===== config.mk =====
export PLATFORM = sky130hd
export DESIGN_NAME = led_grid_pattern_generator
export DESIGN_NICKNAME = d
export VERILOG_FILES = /design/src/hdl/lgpg_pkg.sv /design/src/hdl/led_grid_pattern_generator.sv /design/src/hdl/lgpg_phase.sv /design/src/hdl/lgpg_shade.sv
export SDC_FILE = /design/constraint.sdc
export NUM_CORES = 2
export LEC_CHECK = 0
export ABC_AREA = 1
export BUFFER_PORTS_ARGS = -buffer_cell sky130_fd_sc_hd__buf_2
export CORE_MARGIN = 4
export CORE_UTILIZATION = 55
export DETAILED_ROUTE_END_ITERATION = 8
export HOLD_SLACK_MARGIN = 0.15
export PLACE_DENSITY_LB_ADDON = 0.05
export SETUP_SLACK_MARGIN = 0.05
export SYNTH_ARGS = -nofsm -noshare
export SYNTH_HDL_FRONTEND = slang
export SYNTH_HIERARCHICAL = 1
export SYNTH_SLANG_ARGS = --single-unit

===== constraint.sdc =====
create_clock -name clk -period 8.55 [get_ports clk]
set_input_delay 0.4275 -clock clk [delete_from_list [all_inputs] [get_ports clk]]
set_output_delay 0.4275 -clock clk [all_outputs]
set_load 0.005 [all_outputs]

===== src/hdl/lgpg_pkg.sv =====
// Shared types, codes and color tables of the LED grid pattern generator.
package lgpg_pkg;

    localparam int unsigned COL_W      = 5;
    localparam int unsigned ROW_W      = 4;
    localparam int unsigned TIME_W     = 32;
    localparam int unsigned CHAN_W     = 8;
    localparam int unsigned CFG_IDX_W  = 1;
    localparam int unsigned CFG_DATA_W = 5;

    localparam int unsigned RING_LEN   = 80;
    localparam int unsigned STRIPE_LEN = 24;

    localparam logic [COL_W-1:0] CENTER_COL_RST = 5'd8;
    localparam logic [ROW_W-1:0] CENTER_ROW_RST = 4'd4;

    typedef enum logic [CFG_IDX_W-1:0] {
        CFG_CENTER_COL = 1'b0,
        CFG_CENTER_ROW = 1'b1
    } cfg_reg_t;

    typedef enum logic [1:0] {
        MODE_GRADIENT = 2'd0,
        MODE_RINGS    = 2'd1,
        MODE_STRIPES  = 2'd2,
        MODE_RAINBOW  = 2'd3
    } mode_t;

    // Load enables of the pipeline registers behind the input stage
    typedef struct packed {
        logic s2;
        logic s3;
        logic s4;
        logic s5;
    } adv_t;

    // Time phases and cell data after the reduction stage
    typedef struct packed {
        mode_t            mode;
        logic [COL_W-1:0] col;
        logic [ROW_W-1:0] row;
        logic [7:0]       wheel_step;
        logic [6:0]       ring_step;
        logic [4:0]       stripe_step;
        logic [7:0]       base;
    } phase_t;

    typedef struct packed {
        logic [CHAN_W-1:0] r;
        logic [CHAN_W-1:0] g;
        logic [CHAN_W-1:0] b;
    } rgb_t;

    localparam rgb_t RING_PAL [RING_LEN] = '{
        '{8'd1, 8'd121, 8'd192},   '{8'd10, 8'd126, 8'd192},  '{8'd19, 8'd131, 8'd192},
        '{8'd28, 8'd136, 8'd200},  '{8'd37, 8'd141, 8'd203},  '{8'd47, 8'd146, 8'd205},
        '{8'd56, 8'd151, 8'd208},  '{8'd65, 8'd157, 8'd211},  '{8'd74, 8'd162, 8'd214},
        '{8'd83, 8'd167, 8'd216},  '{8'd93, 8'd172, 8'd219},  '{8'd102, 8'd177, 8'd222},
        '{8'd111, 8'd182, 8'd225}, '{8'd120, 8'd187, 8'd227}, '{8'd129, 8'd193, 8'd230},
        '{8'd139, 8'd198, 8'd233}, '{8'd148, 8'd203, 8'd236}, '{8'd157, 8'd208, 8'd238},
        '{8'd166, 8'd213, 8'd241}, '{8'd175, 8'd218, 8'd244}, '{8'd185, 8'd224, 8'd247},
        '{8'd175, 8'd215, 8'd247}, '{8'd166, 8'd207, 8'd247}, '{8'd157, 8'd198, 8'd247},
        '{8'd148, 8'd190, 8'd247}, '{8'd138, 8'd182, 8'd247}, '{8'd129, 8'd173, 8'd247},
        '{8'd120, 8'd165, 8'd248}, '{8'd111, 8'd157, 8'd248}, '{8'd101, 8'd148, 8'd248},
        '{8'd92, 8'd140, 8'd248},  '{8'd83, 8'd132, 8'd248},  '{8'd74, 8'd123, 8'd248},
        '{8'd64, 8'd115, 8'd248},  '{8'd55, 8'd107, 8'd249},  '{8'd46, 8'd98, 8'd249},
        '{8'd37, 8'd90, 8'd249},   '{8'd27, 8'd82, 8'd249},   '{8'd18, 8'd73, 8'd249},
        '{8'd9, 8'd65, 8'd249},    '{8'd0, 8'd57, 8'd250},    '{8'd0, 8'd57, 8'd242},
        '{8'd0, 8'd57, 8'd234},    '{8'd0, 8'd58, 8'd226},    '{8'd0, 8'd58, 8'd218},
        '{8'd0, 8'd59, 8'd211},    '{8'd0, 8'd59, 8'd203},    '{8'd0, 8'd59, 8'd195},
        '{8'd0, 8'd60, 8'd187},    '{8'd0, 8'd60, 8'd179},    '{8'd0, 8'd61, 8'd172},
        '{8'd0, 8'd61, 8'd164},    '{8'd0, 8'd61, 8'd156},    '{8'd0, 8'd62, 8'd148},
        '{8'd0, 8'd62, 8'd140},    '{8'd0, 8'd63, 8'd133},    '{8'd0, 8'd63, 8'd125},
        '{8'd0, 8'd63, 8'd117},    '{8'd0, 8'd64, 8'd109},    '{8'd0, 8'd64, 8'd101},
        '{8'd0, 8'd65, 8'd94},     '{8'd0, 8'd67, 8'd98},     '{8'd0, 8'd70, 8'd103},
        '{8'd0, 8'd73, 8'd108},    '{8'd0, 8'd76, 8'd113},    '{8'd0, 8'd79, 8'd118},
        '{8'd0, 8'd81, 8'd123},    '{8'd0, 8'd84, 8'd128},    '{8'd0, 8'd87, 8'd133},
        '{8'd0, 8'd90, 8'd138},    '{8'd0, 8'd93, 8'd143},    '{8'd0, 8'd95, 8'd147},
        '{8'd0, 8'd98, 8'd152},    '{8'd0, 8'd101, 8'd157},   '{8'd0, 8'd104, 8'd162},
        '{8'd0, 8'd107, 8'd167},   '{8'd0, 8'd109, 8'd172},   '{8'd0, 8'd112, 8'd177},
        '{8'd0, 8'd115, 8'd182},   '{8'd0, 8'd118, 8'd187}
    };

    localparam rgb_t STRIPE_PAL [STRIPE_LEN] = '{
        '{8'd1, 8'd121, 8'd192},   '{8'd31, 8'd138, 8'd201},  '{8'd62, 8'd155, 8'd210},
        '{8'd93, 8'd172, 8'd219},  '{8'd123, 8'd189, 8'd228}, '{8'd152, 8'd206, 8'd237},
        '{8'd185, 8'd224, 8'd247}, '{8'd152, 8'd196, 8'd247}, '{8'd123, 8'd168, 8'd248},
        '{8'd92, 8'd140, 8'd248},  '{8'd61, 8'd112, 8'd249},  '{8'd30, 8'd84, 8'd249},
        '{8'd0, 8'd57, 8'd250},    '{8'd0, 8'd58, 8'd224},    '{8'd0, 8'd59, 8'd198},
        '{8'd0, 8'd61, 8'd172},    '{8'd0, 8'd62, 8'd146},    '{8'd0, 8'd62, 8'd120},
        '{8'd0, 8'd65, 8'd94},     '{8'd0, 8'd74, 8'd110},    '{8'd0, 8'd83, 8'd126},
        '{8'd0, 8'd93, 8'd143},    '{8'd0, 8'd102, 8'd159},   '{8'd0, 8'd111, 8'd175}
    };

endpackage


===== src/hdl/led_grid_pattern_generator.sv =====
// LED grid pattern generator top level: input stage, pipeline control, config registers.
// An accepted cell passes through 5 register stages before its color shows.
// Throughput: one cell per clock while not stalled; a full stage holds while the stage ahead is full and stalled.
// The time divides are constant reciprocal multiplies, one stage ahead of the modulo folds.
// Reset: all stage valids clear, center_col returns to 8 and center_row to 4.
// Config port is always ready.
module led_grid_pattern_generator
    import lgpg_pkg::*;
#(
    parameter int GRID_COLS = 17,
    parameter int GRID_ROWS = 9
)
(
    input  logic                  clk,
    input  logic                  rst_n,
    input  logic                  cell_valid,
    output logic                  cell_stall,
    input  logic [1:0]            mode,
    input  logic [COL_W-1:0]      cell_col,
    input  logic [ROW_W-1:0]      cell_row,
    input  logic [TIME_W-1:0]     time_ms,
    output logic                  color_valid,
    input  logic                  color_stall,
    output logic [CHAN_W-1:0]     red,
    output logic [CHAN_W-1:0]     green,
    output logic [CHAN_W-1:0]     blue,
    input  logic                  cfg_valid,
    output logic                  cfg_ready,
    input  logic [CFG_IDX_W-1:0]  cfg_index,
    input  logic [CFG_DATA_W-1:0] cfg_data
);

    logic [4:0]        valid_reg;
    logic [5:0]        ready;
    adv_t              adv;

    mode_t             mode_s1_reg;
    logic [COL_W-1:0]  col_s1_reg;
    logic [ROW_W-1:0]  row_s1_reg;
    logic [TIME_W-1:0] time_s1_reg;

    logic [COL_W-1:0]  center_col_reg;
    logic [ROW_W-1:0]  center_row_reg;

    phase_t            phase;

    always_comb
    begin
        ready[5] = !color_stall;
        for (int i = 4; i >= 0; i--)
        begin
            ready[i] = !valid_reg[i] || ready[i+1];
        end
    end

    assign cell_stall  = !ready[0];
    assign color_valid = valid_reg[4];
    assign cfg_ready   = 1'b1;

    assign adv.s2 = ready[1];
    assign adv.s3 = ready[2];
    assign adv.s4 = ready[3];
    assign adv.s5 = ready[4];

    always_ff @(posedge clk or negedge rst_n)
    begin
        if (!rst_n)
        begin
            valid_reg <= '0;
        end
        else
        begin
            if (ready[0])
            begin
                valid_reg[0] <= cell_valid;
            end
            for (int i = 1; i < 5; i++)
            begin
                if (ready[i])
                begin
                    valid_reg[i] <= valid_reg[i-1];
                end
            end
        end
    end

    always_ff @(posedge clk)
    begin
        if (ready[0])
        begin
            mode_s1_reg <= mode_t'(mode);
            col_s1_reg  <= cell_col;
            row_s1_reg  <= cell_row;
            time_s1_reg <= time_ms;
        end
    end

    always_ff @(posedge clk or negedge rst_n)
    begin
        if (!rst_n)
        begin
            center_col_reg <= CENTER_COL_RST;
            center_row_reg <= CENTER_ROW_RST;
        end
        else if (cfg_valid && cfg_ready)
        begin
            case (cfg_reg_t'(cfg_index))
                CFG_CENTER_COL:
                begin
                    center_col_reg <= cfg_data[COL_W-1:0];
                end
                CFG_CENTER_ROW:
                begin
                    center_row_reg <= cfg_data[ROW_W-1:0];
                end
                default:
                begin
                    center_col_reg <= center_col_reg;
                end
            endcase
        end
    end

    lgpg_phase #(
        .GRID_COLS (GRID_COLS)
    ) u_phase (
        .clk     (clk),
        .adv     (adv),
        .mode    (mode_s1_reg),
        .col     (col_s1_reg),
        .row     (row_s1_reg),
        .time_ms (time_s1_reg),
        .phase   (phase)
    );

    lgpg_shade #(
        .GRID_ROWS (GRID_ROWS)
    ) u_shade (
        .clk        (clk),
        .adv        (adv),
        .phase      (phase),
        .center_col (center_col_reg),
        .center_row (center_row_reg),
        .red        (red),
        .green      (green),
        .blue       (blue)
    );

endmodule


===== src/hdl/lgpg_phase.sv =====
// Time phase stages: reciprocal divides of the time, then reduction to pattern steps.
module lgpg_phase
    import lgpg_pkg::*;
#(
    parameter int GRID_COLS = 17
)
(
    input  logic              clk,
    input  adv_t              adv,
    input  mode_t             mode,
    input  logic [COL_W-1:0]  col,
    input  logic [ROW_W-1:0]  row,
    input  logic [TIME_W-1:0] time_ms,
    output phase_t            phase
);

    // floor(x/d) = (x * m) >> k, exact over the shifted time range
    localparam logic [30:0] RECIP_5  = 31'd1717986919;
    localparam logic [29:0] RECIP_15 = 30'd572662307;
    localparam logic [30:0] RECIP_25 = 31'd1374389535;

    // x mod 255 by folding bytes
    function automatic logic [7:0] mod255_q(input logic [27:0] q);
        logic [9:0] a;
        logic [8:0] b;
        a = 10'(q[27:24]) + 10'(q[23:16]) + 10'(q[15:8]) + 10'(q[7:0]);
        b = 9'(a[9:8]) + 9'(a[7:0]);
        return (b >= 9'd255) ? 8'(b - 9'd255) : b[7:0];
    endfunction

    // x mod 80 = 16 * ((x >> 4) mod 5) + x[3:0]; nibbles fold mod 5
    function automatic logic [6:0] mod80_q(input logic [25:0] q);
        logic [6:0] s;
        logic [4:0] f;
        logic [4:0] m;
        s = 7'(q[25:24]) + 7'(q[23:20]) + 7'(q[19:16]) + 7'(q[15:12])
          + 7'(q[11:8]) + 7'(q[7:4]);
        f = 5'(s[6:4]) + 5'(s[3:0]);
        if (f >= 5'd20)
        begin
            m = f - 5'd20;
        end
        else if (f >= 5'd15)
        begin
            m = f - 5'd15;
        end
        else if (f >= 5'd10)
        begin
            m = f - 5'd10;
        end
        else if (f >= 5'd5)
        begin
            m = f - 5'd5;
        end
        else
        begin
            m = f;
        end
        return {m[2:0], q[3:0]};
    endfunction

    // x mod 24 = 8 * ((x >> 3) mod 3) + x[2:0]; bit pairs fold mod 3
    function automatic logic [4:0] mod24_q(input logic [25:0] q);
        logic [5:0] s;
        logic [3:0] f;
        logic [3:0] m;
        s = 6'(q[25]);
        for (int i = 0; i < 11; i++)
        begin
            s = s + 6'(q[3 + 2*i +: 2]);
        end
        f = 4'(s[5:4]) + 4'(s[3:2]) + 4'(s[1:0]);
        if (f >= 4'd6)
        begin
            m = f - 4'd6;
        end
        else if (f >= 4'd3)
        begin
            m = f - 4'd3;
        end
        else
        begin
            m = f;
        end
        return {m[1:0], q[2:0]};
    endfunction

    logic [60:0] prod20;
    logic [58:0] prod120;
    logic [60:0] prod100;

    mode_t            mode_s2_reg;
    logic [COL_W-1:0] col_s2_reg;
    logic [ROW_W-1:0] row_s2_reg;
    logic [27:0]      q20_reg;
    logic [25:0]      q120_reg;
    logic [25:0]      q100_reg;

    logic [11:0]      lin;
    logic [8:0]       lin_fold;
    phase_t           phase_next;
    phase_t           phase_reg;

    assign prod20  = 61'(time_ms[31:2]) * 61'(RECIP_5);
    assign prod120 = 59'(time_ms[31:3]) * 59'(RECIP_15);
    assign prod100 = 61'(time_ms[31:2]) * 61'(RECIP_25);

    always_ff @(posedge clk)
    begin
        if (adv.s2)
        begin
            mode_s2_reg <= mode;
            col_s2_reg  <= col;
            row_s2_reg  <= row;
            q20_reg     <= prod20[60:33];
            q120_reg    <= prod120[58:33];
            q100_reg    <= prod100[60:35];
        end
    end

    always_comb
    begin
        lin      = 12'(row_s2_reg) * 12'(GRID_COLS) + 12'(col_s2_reg);
        lin_fold = 9'(lin[11:8]) + 9'(lin[7:0]);

        phase_next.mode        = mode_s2_reg;
        phase_next.col         = col_s2_reg;
        phase_next.row         = row_s2_reg;
        phase_next.wheel_step  = mod255_q(q20_reg);
        phase_next.ring_step   = mod80_q(q120_reg);
        phase_next.stripe_step = mod24_q(q100_reg);
        phase_next.base        = (lin_fold >= 9'd255) ? 8'(lin_fold - 9'd255) : lin_fold[7:0];
    end

    always_ff @(posedge clk)
    begin
        if (adv.s3)
        begin
            phase_reg <= phase_next;
        end
    end

    assign phase = phase_reg;

endmodule


===== src/hdl/lgpg_shade.sv =====
// Color stages: wheel position and palette indexes, then the per-mode color.
module lgpg_shade
    import lgpg_pkg::*;
#(
    parameter int GRID_ROWS = 9
)
(
    input  logic              clk,
    input  adv_t              adv,
    input  phase_t            phase,
    input  logic [COL_W-1:0]  center_col,
    input  logic [ROW_W-1:0]  center_row,
    output logic [CHAN_W-1:0] red,
    output logic [CHAN_W-1:0] green,
    output logic [CHAN_W-1:0] blue
);

    localparam int ROWS_MOD = GRID_ROWS % 24;

    logic [8:0]       pos_sum;
    logic [COL_W-1:0] dist_col;
    logic [ROW_W-1:0] dist_row;
    logic [5:0]       dist_sum;
    logic [6:0]       ring_sum;
    logic [6:0]       stripe_sum;

    mode_t       mode_s4_reg;
    logic [7:0]  pos_reg;
    logic [7:0]  pos_next;
    logic [6:0]  ring_idx_reg;
    logic [6:0]  ring_idx_next;
    logic [4:0]  stripe_idx_reg;
    logic [4:0]  stripe_idx_next;

    logic [7:0]  fold;
    logic [7:0]  wdist;
    logic [7:0]  wrel;
    logic [9:0]  wrel3;
    rgb_t        color_next;
    rgb_t        color_reg;

    always_comb
    begin
        pos_sum  = 9'(phase.base) + 9'(phase.wheel_step);
        pos_next = (pos_sum >= 9'd255) ? 8'(pos_sum - 9'd255) : pos_sum[7:0];

        dist_col = (phase.col >= center_col) ? phase.col - center_col : center_col - phase.col;
        dist_row = (phase.row >= center_row) ? phase.row - center_row : center_row - phase.row;
        dist_sum = 6'(dist_col) + 6'(dist_row);
        ring_sum = 7'(dist_sum) + 7'(RING_LEN) - phase.ring_step;
        ring_idx_next = (ring_sum >= 7'(RING_LEN)) ? ring_sum - 7'(RING_LEN) : ring_sum;

        stripe_sum = 7'(ROWS_MOD) + 7'(STRIPE_LEN) - 7'(phase.row) + 7'(phase.stripe_step);
        if (stripe_sum >= 7'(2 * STRIPE_LEN))
        begin
            stripe_idx_next = 5'(stripe_sum - 7'(2 * STRIPE_LEN));
        end
        else if (stripe_sum >= 7'(STRIPE_LEN))
        begin
            stripe_idx_next = 5'(stripe_sum - 7'(STRIPE_LEN));
        end
        else
        begin
            stripe_idx_next = 5'(stripe_sum);
        end
    end

    always_ff @(posedge clk)
    begin
        if (adv.s4)
        begin
            mode_s4_reg    <= phase.mode;
            pos_reg        <= pos_next;
            ring_idx_reg   <= ring_idx_next;
            stripe_idx_reg <= stripe_idx_next;
        end
    end

    always_comb
    begin
        fold  = (pos_reg > 8'd127) ? 8'd255 - pos_reg : pos_reg;
        wdist = 8'd255 - pos_reg;
        if (wdist < 8'd85)
        begin
            wrel = wdist;
        end
        else if (wdist < 8'd170)
        begin
            wrel = wdist - 8'd85;
        end
        else
        begin
            wrel = wdist - 8'd170;
        end
        wrel3 = 10'(wrel) * 10'd3;

        color_next = '0;
        case (mode_s4_reg)
            MODE_GRADIENT:
            begin
                color_next.g = {fold[6:0], 1'b0};
                color_next.b = 8'd255 - {fold[6:0], 1'b0};
            end
            MODE_RINGS:
            begin
                color_next = RING_PAL[ring_idx_reg];
            end
            MODE_STRIPES:
            begin
                color_next = STRIPE_PAL[stripe_idx_reg];
            end
            MODE_RAINBOW:
            begin
                if (wdist < 8'd85)
                begin
                    color_next.r = 8'd255 - wrel3[7:0];
                    color_next.b = wrel3[7:0];
                end
                else if (wdist < 8'd170)
                begin
                    color_next.g = wrel3[7:0];
                    color_next.b = 8'd255 - wrel3[7:0];
                end
                else
                begin
                    color_next.r = wrel3[7:0];
                    color_next.g = 8'd255 - wrel3[7:0];
                end
            end
            default:
            begin
                color_next = '0;
            end
        endcase
    end

    always_ff @(posedge clk)
    begin
        if (adv.s5)
        begin
            color_reg <= color_next;
        end
    end

    assign red   = color_reg.r;
    assign green = color_reg.g;
    assign blue  = color_reg.b;

endmodule


==> impl_metrics.env <==
export IMPL_rows=114
export IMPL_critPathRequiredTime_ns=8.91
export IMPL_drtPass1Iterations=6
export IMPL_clock_sinks=231
export IMPL_final_setup_tns_ns=0
export IMPL_post_drt_via_cell_ratio=5.48
export IMPL_fmaxAchievable_ghz=0.128
export IMPL_synth_area_um2=53900
export IMPL_final_max_slew_violation_count=0
export IMPL_place_ws_ns=0.883
export IMPL_clkSlewWorstSetupHoldPaths_ns=0.07
export IMPL_placement_io_buffers=77
export IMPL_final_period_utilization=0.917
export IMPL_clk_root_buffer_cell="sky130_fd_sc_hd__clkbuf_16"
export IMPL_gp_routability_congestion=1.07
export IMPL_top_layer="met5"
export IMPL_fillCellCount=9061
export IMPL_routed_wl_met3_um=10500
export IMPL_result_of_the_run="finished, final reports clean"
export IMPL_gr_usage_all_layers=0.334
export IMPL_m1WireLength_um=69200
export IMPL_die_width_um=321
export IMPL_dp_hpwl_um=149000
export IMPL_worst_path_setup_slack_after_routing_ns=0.709
export IMPL_tritoncts="done"
export IMPL_first_global_vias=44400
export IMPL_clk_path_buf_depth=3
export IMPL_timing_worst_slew_pin_value_ns=1.09
export IMPL_cts_hold_buffers_added=50
export IMPL_fp_dieArea_um2=103000
export IMPL_hold_violations=0
export IMPL_cp_start_kind="flop"
export IMPL_cts_buffers=31
export IMPL_crit_path_max_fanout=9
export IMPL_tightest_hold_check_type="in -> reg"
export IMPL_layout_nets=8338
export IMPL_finalSetupViolCount=0
export IMPL_postLayoutCellArea_um2=57600
export IMPL_initialDrtViolationCount=3463
export IMPL_fraction_of_final_layout_cells_sized_beyond_drive_strength_1=0.0419
export IMPL_antenna_found_initial=3
export IMPL_core_area_um2=97000
export IMPL_grt_ovfl_total=0
export IMPL_drv_max_cap_violation_count=0
export IMPL_layout_core_utilization=0.594
export IMPL_drt_total_wl_um=170000
export IMPL_cts_repair_resized=0
export IMPL_vias=43000
export IMPL_synthToLayoutAreaGrowth_pct=6.85
export IMPL_largest_register_ff_count=39
export IMPL_critPathCaptureType="flop"
export IMPL_i_o_pins=81
export IMPL_clock_skew_final_ns=0.0739
export IMPL_met2RoutedLength_um=79100
export IMPL_cp_arrival_ns=8.20
export IMPL_grt_start_max_net_pins=55
export IMPL_clkLatencyLatePin_ns=0.67
export IMPL_post_route_min_period_ns=7.84
export IMPL_yosys_warnings=6
export IMPL_syn_instance_count=6377
export IMPL_post_cts_setup_buffers=0
export IMPL_multi_input_comb_area_um2=40500
export IMPL_clock_tree_htree_level_count=1
export IMPL_regArea_um2=6870
export IMPL_setup_crit_path_kind="reg -> reg"
export IMPL_drc_errors=0
export IMPL_syn_area_per_cell_um2=8.45
export IMPL_initial_core_util=0.556
export IMPL_wire_per_inst_um=21.6
export IMPL_floorplan_die_height_um=321
export IMPL_timing_reg2reg_setup_slack_ns=0.71
export IMPL_syn_num_nets=8171
export IMPL_grt_first_pass_wirelength_um=260000
export IMPL_grt_setup_unrepaired="false"
export IMPL_slew_limit_headroom=0.269
export IMPL_route_antenna_remaining_nets=0
export IMPL_post_dp_cell_area_um2=56000
==> placed cells by master, fill, tap and decap left out, types with 11 or more instances in the layout <==
cell type and count:
sky130_fd_sc_hd__edfxtp_1 217, sky130_fd_sc_hd__o21a_1 15, sky130_fd_sc_hd__buf_4 40, sky130_fd_sc_hd__dlygate4sd3_1 50
sky130_fd_sc_hd__nand2_1 912, sky130_fd_sc_hd__o211ai_1 31, sky130_fd_sc_hd__o21ai_1 11, sky130_fd_sc_hd__o21ai_0 220
sky130_fd_sc_hd__a21boi_0 13, sky130_fd_sc_hd__a21o_1 31, sky130_fd_sc_hd__nand3_1 237, sky130_fd_sc_hd__o221ai_1 13
sky130_fd_sc_hd__a21oi_1 300, sky130_fd_sc_hd__nand2_2 19, sky130_fd_sc_hd__nor2_1 445, sky130_fd_sc_hd__xor2_1 57
sky130_fd_sc_hd__ha_1 988, sky130_fd_sc_hd__inv_2 17, sky130_fd_sc_hd__nand4_1 54, sky130_fd_sc_hd__nor4_1 13
sky130_fd_sc_hd__nand3b_1 18, sky130_fd_sc_hd__buf_2 77, sky130_fd_sc_hd__xnor2_1 23, sky130_fd_sc_hd__inv_1 1683
sky130_fd_sc_hd__o21bai_1 49, sky130_fd_sc_hd__or2_2 12, sky130_fd_sc_hd__clkbuf_16 31, sky130_fd_sc_hd__a31oi_1 31
sky130_fd_sc_hd__nor3_1 51, sky130_fd_sc_hd__fa_1 752, sky130_fd_sc_hd__dfrtp_1 12
==> worst max-delay path: stages, from the launching register on <==
cell	delay [ns]
sky130_fd_sc_hd__edfxtp_1	0.88
sky130_fd_sc_hd__ha_1	0.47
sky130_fd_sc_hd__inv_1	0.23
sky130_fd_sc_hd__fa_1	0.59
sky130_fd_sc_hd__fa_1	0.69
sky130_fd_sc_hd__inv_1	0.09
sky130_fd_sc_hd__fa_1	0.57
sky130_fd_sc_hd__inv_1	0.12
sky130_fd_sc_hd__fa_1	0.56
sky130_fd_sc_hd__fa_1	0.52
sky130_fd_sc_hd__fa_1	0.52
sky130_fd_sc_hd__fa_1	0.54
sky130_fd_sc_hd__inv_1	0.04
sky130_fd_sc_hd__ha_1	0.31
sky130_fd_sc_hd__nand2_1	0.09
sky130_fd_sc_hd__nor2_1	0.20
sky130_fd_sc_hd__inv_1	0.09
sky130_fd_sc_hd__nor2_1	0.12
sky130_fd_sc_hd__inv_1	0.07
sky130_fd_sc_hd__nor4_1	0.34
sky130_fd_sc_hd__and2_1	0.20
sky130_fd_sc_hd__o21bai_1	0.11
sky130_fd_sc_hd__nand3_1	0.10
sky130_fd_sc_hd__nand2_1	0.06
==> worst paths after layout <==
kind / startpoint / cells past startpoint / end
max in group asynchronous: rst_n / 2 / center_col_reg[3]
setup reg to reg: time_s1_reg[12] / 23 / u_phase/q20_reg[24]
setup / recovery: time_s1_reg[12] / 23 / u_phase/q20_reg[24]
min in group asynchronous: rst_n / 2 / valid_reg[1]
hold / removal: cfg_valid / 3 / center_col_reg[3]
hold reg to reg: u_phase/mode_s2_reg[0] / 0 / u_phase/phase[37]
==> cell type report <==
type	count	area share
clock inverters	25	0.00467
inverters	1703	0.111
well taps	1276	0.0277
multi-input cells	4410	0.703
clock buffers	33	0.0136
diodes	3	0.000130
flip-flops and latches	231	0.119
repair buffers	167	0.0206
==> stage by stage <==
| stage | cells | hold WS [ns] |
|---|---|---|
| 3_3_place_gp | 7737 | 0.345 |
| 5_1_grt | 7846 | 0.203 |
| 3_5_place_dp | 7737 | 0.351 |
| 2_1_floorplan | 6377 | 0.132 |
| 6_report | 7848 | 0.198 |
| 4_1_cts | 7845 | 0.155 |
==> metal layers <==
layer	vias to the layer above	GRT usage
li1	20400	-
met1	20700	0.426
met2	1460	0.563
met3	381	0.0442
met4	2	0.169
met5	-	0
Power is left out: the tool's default activity adds up to more than one toggle a clock period on the data nets, which glitch-free logic cannot reach.
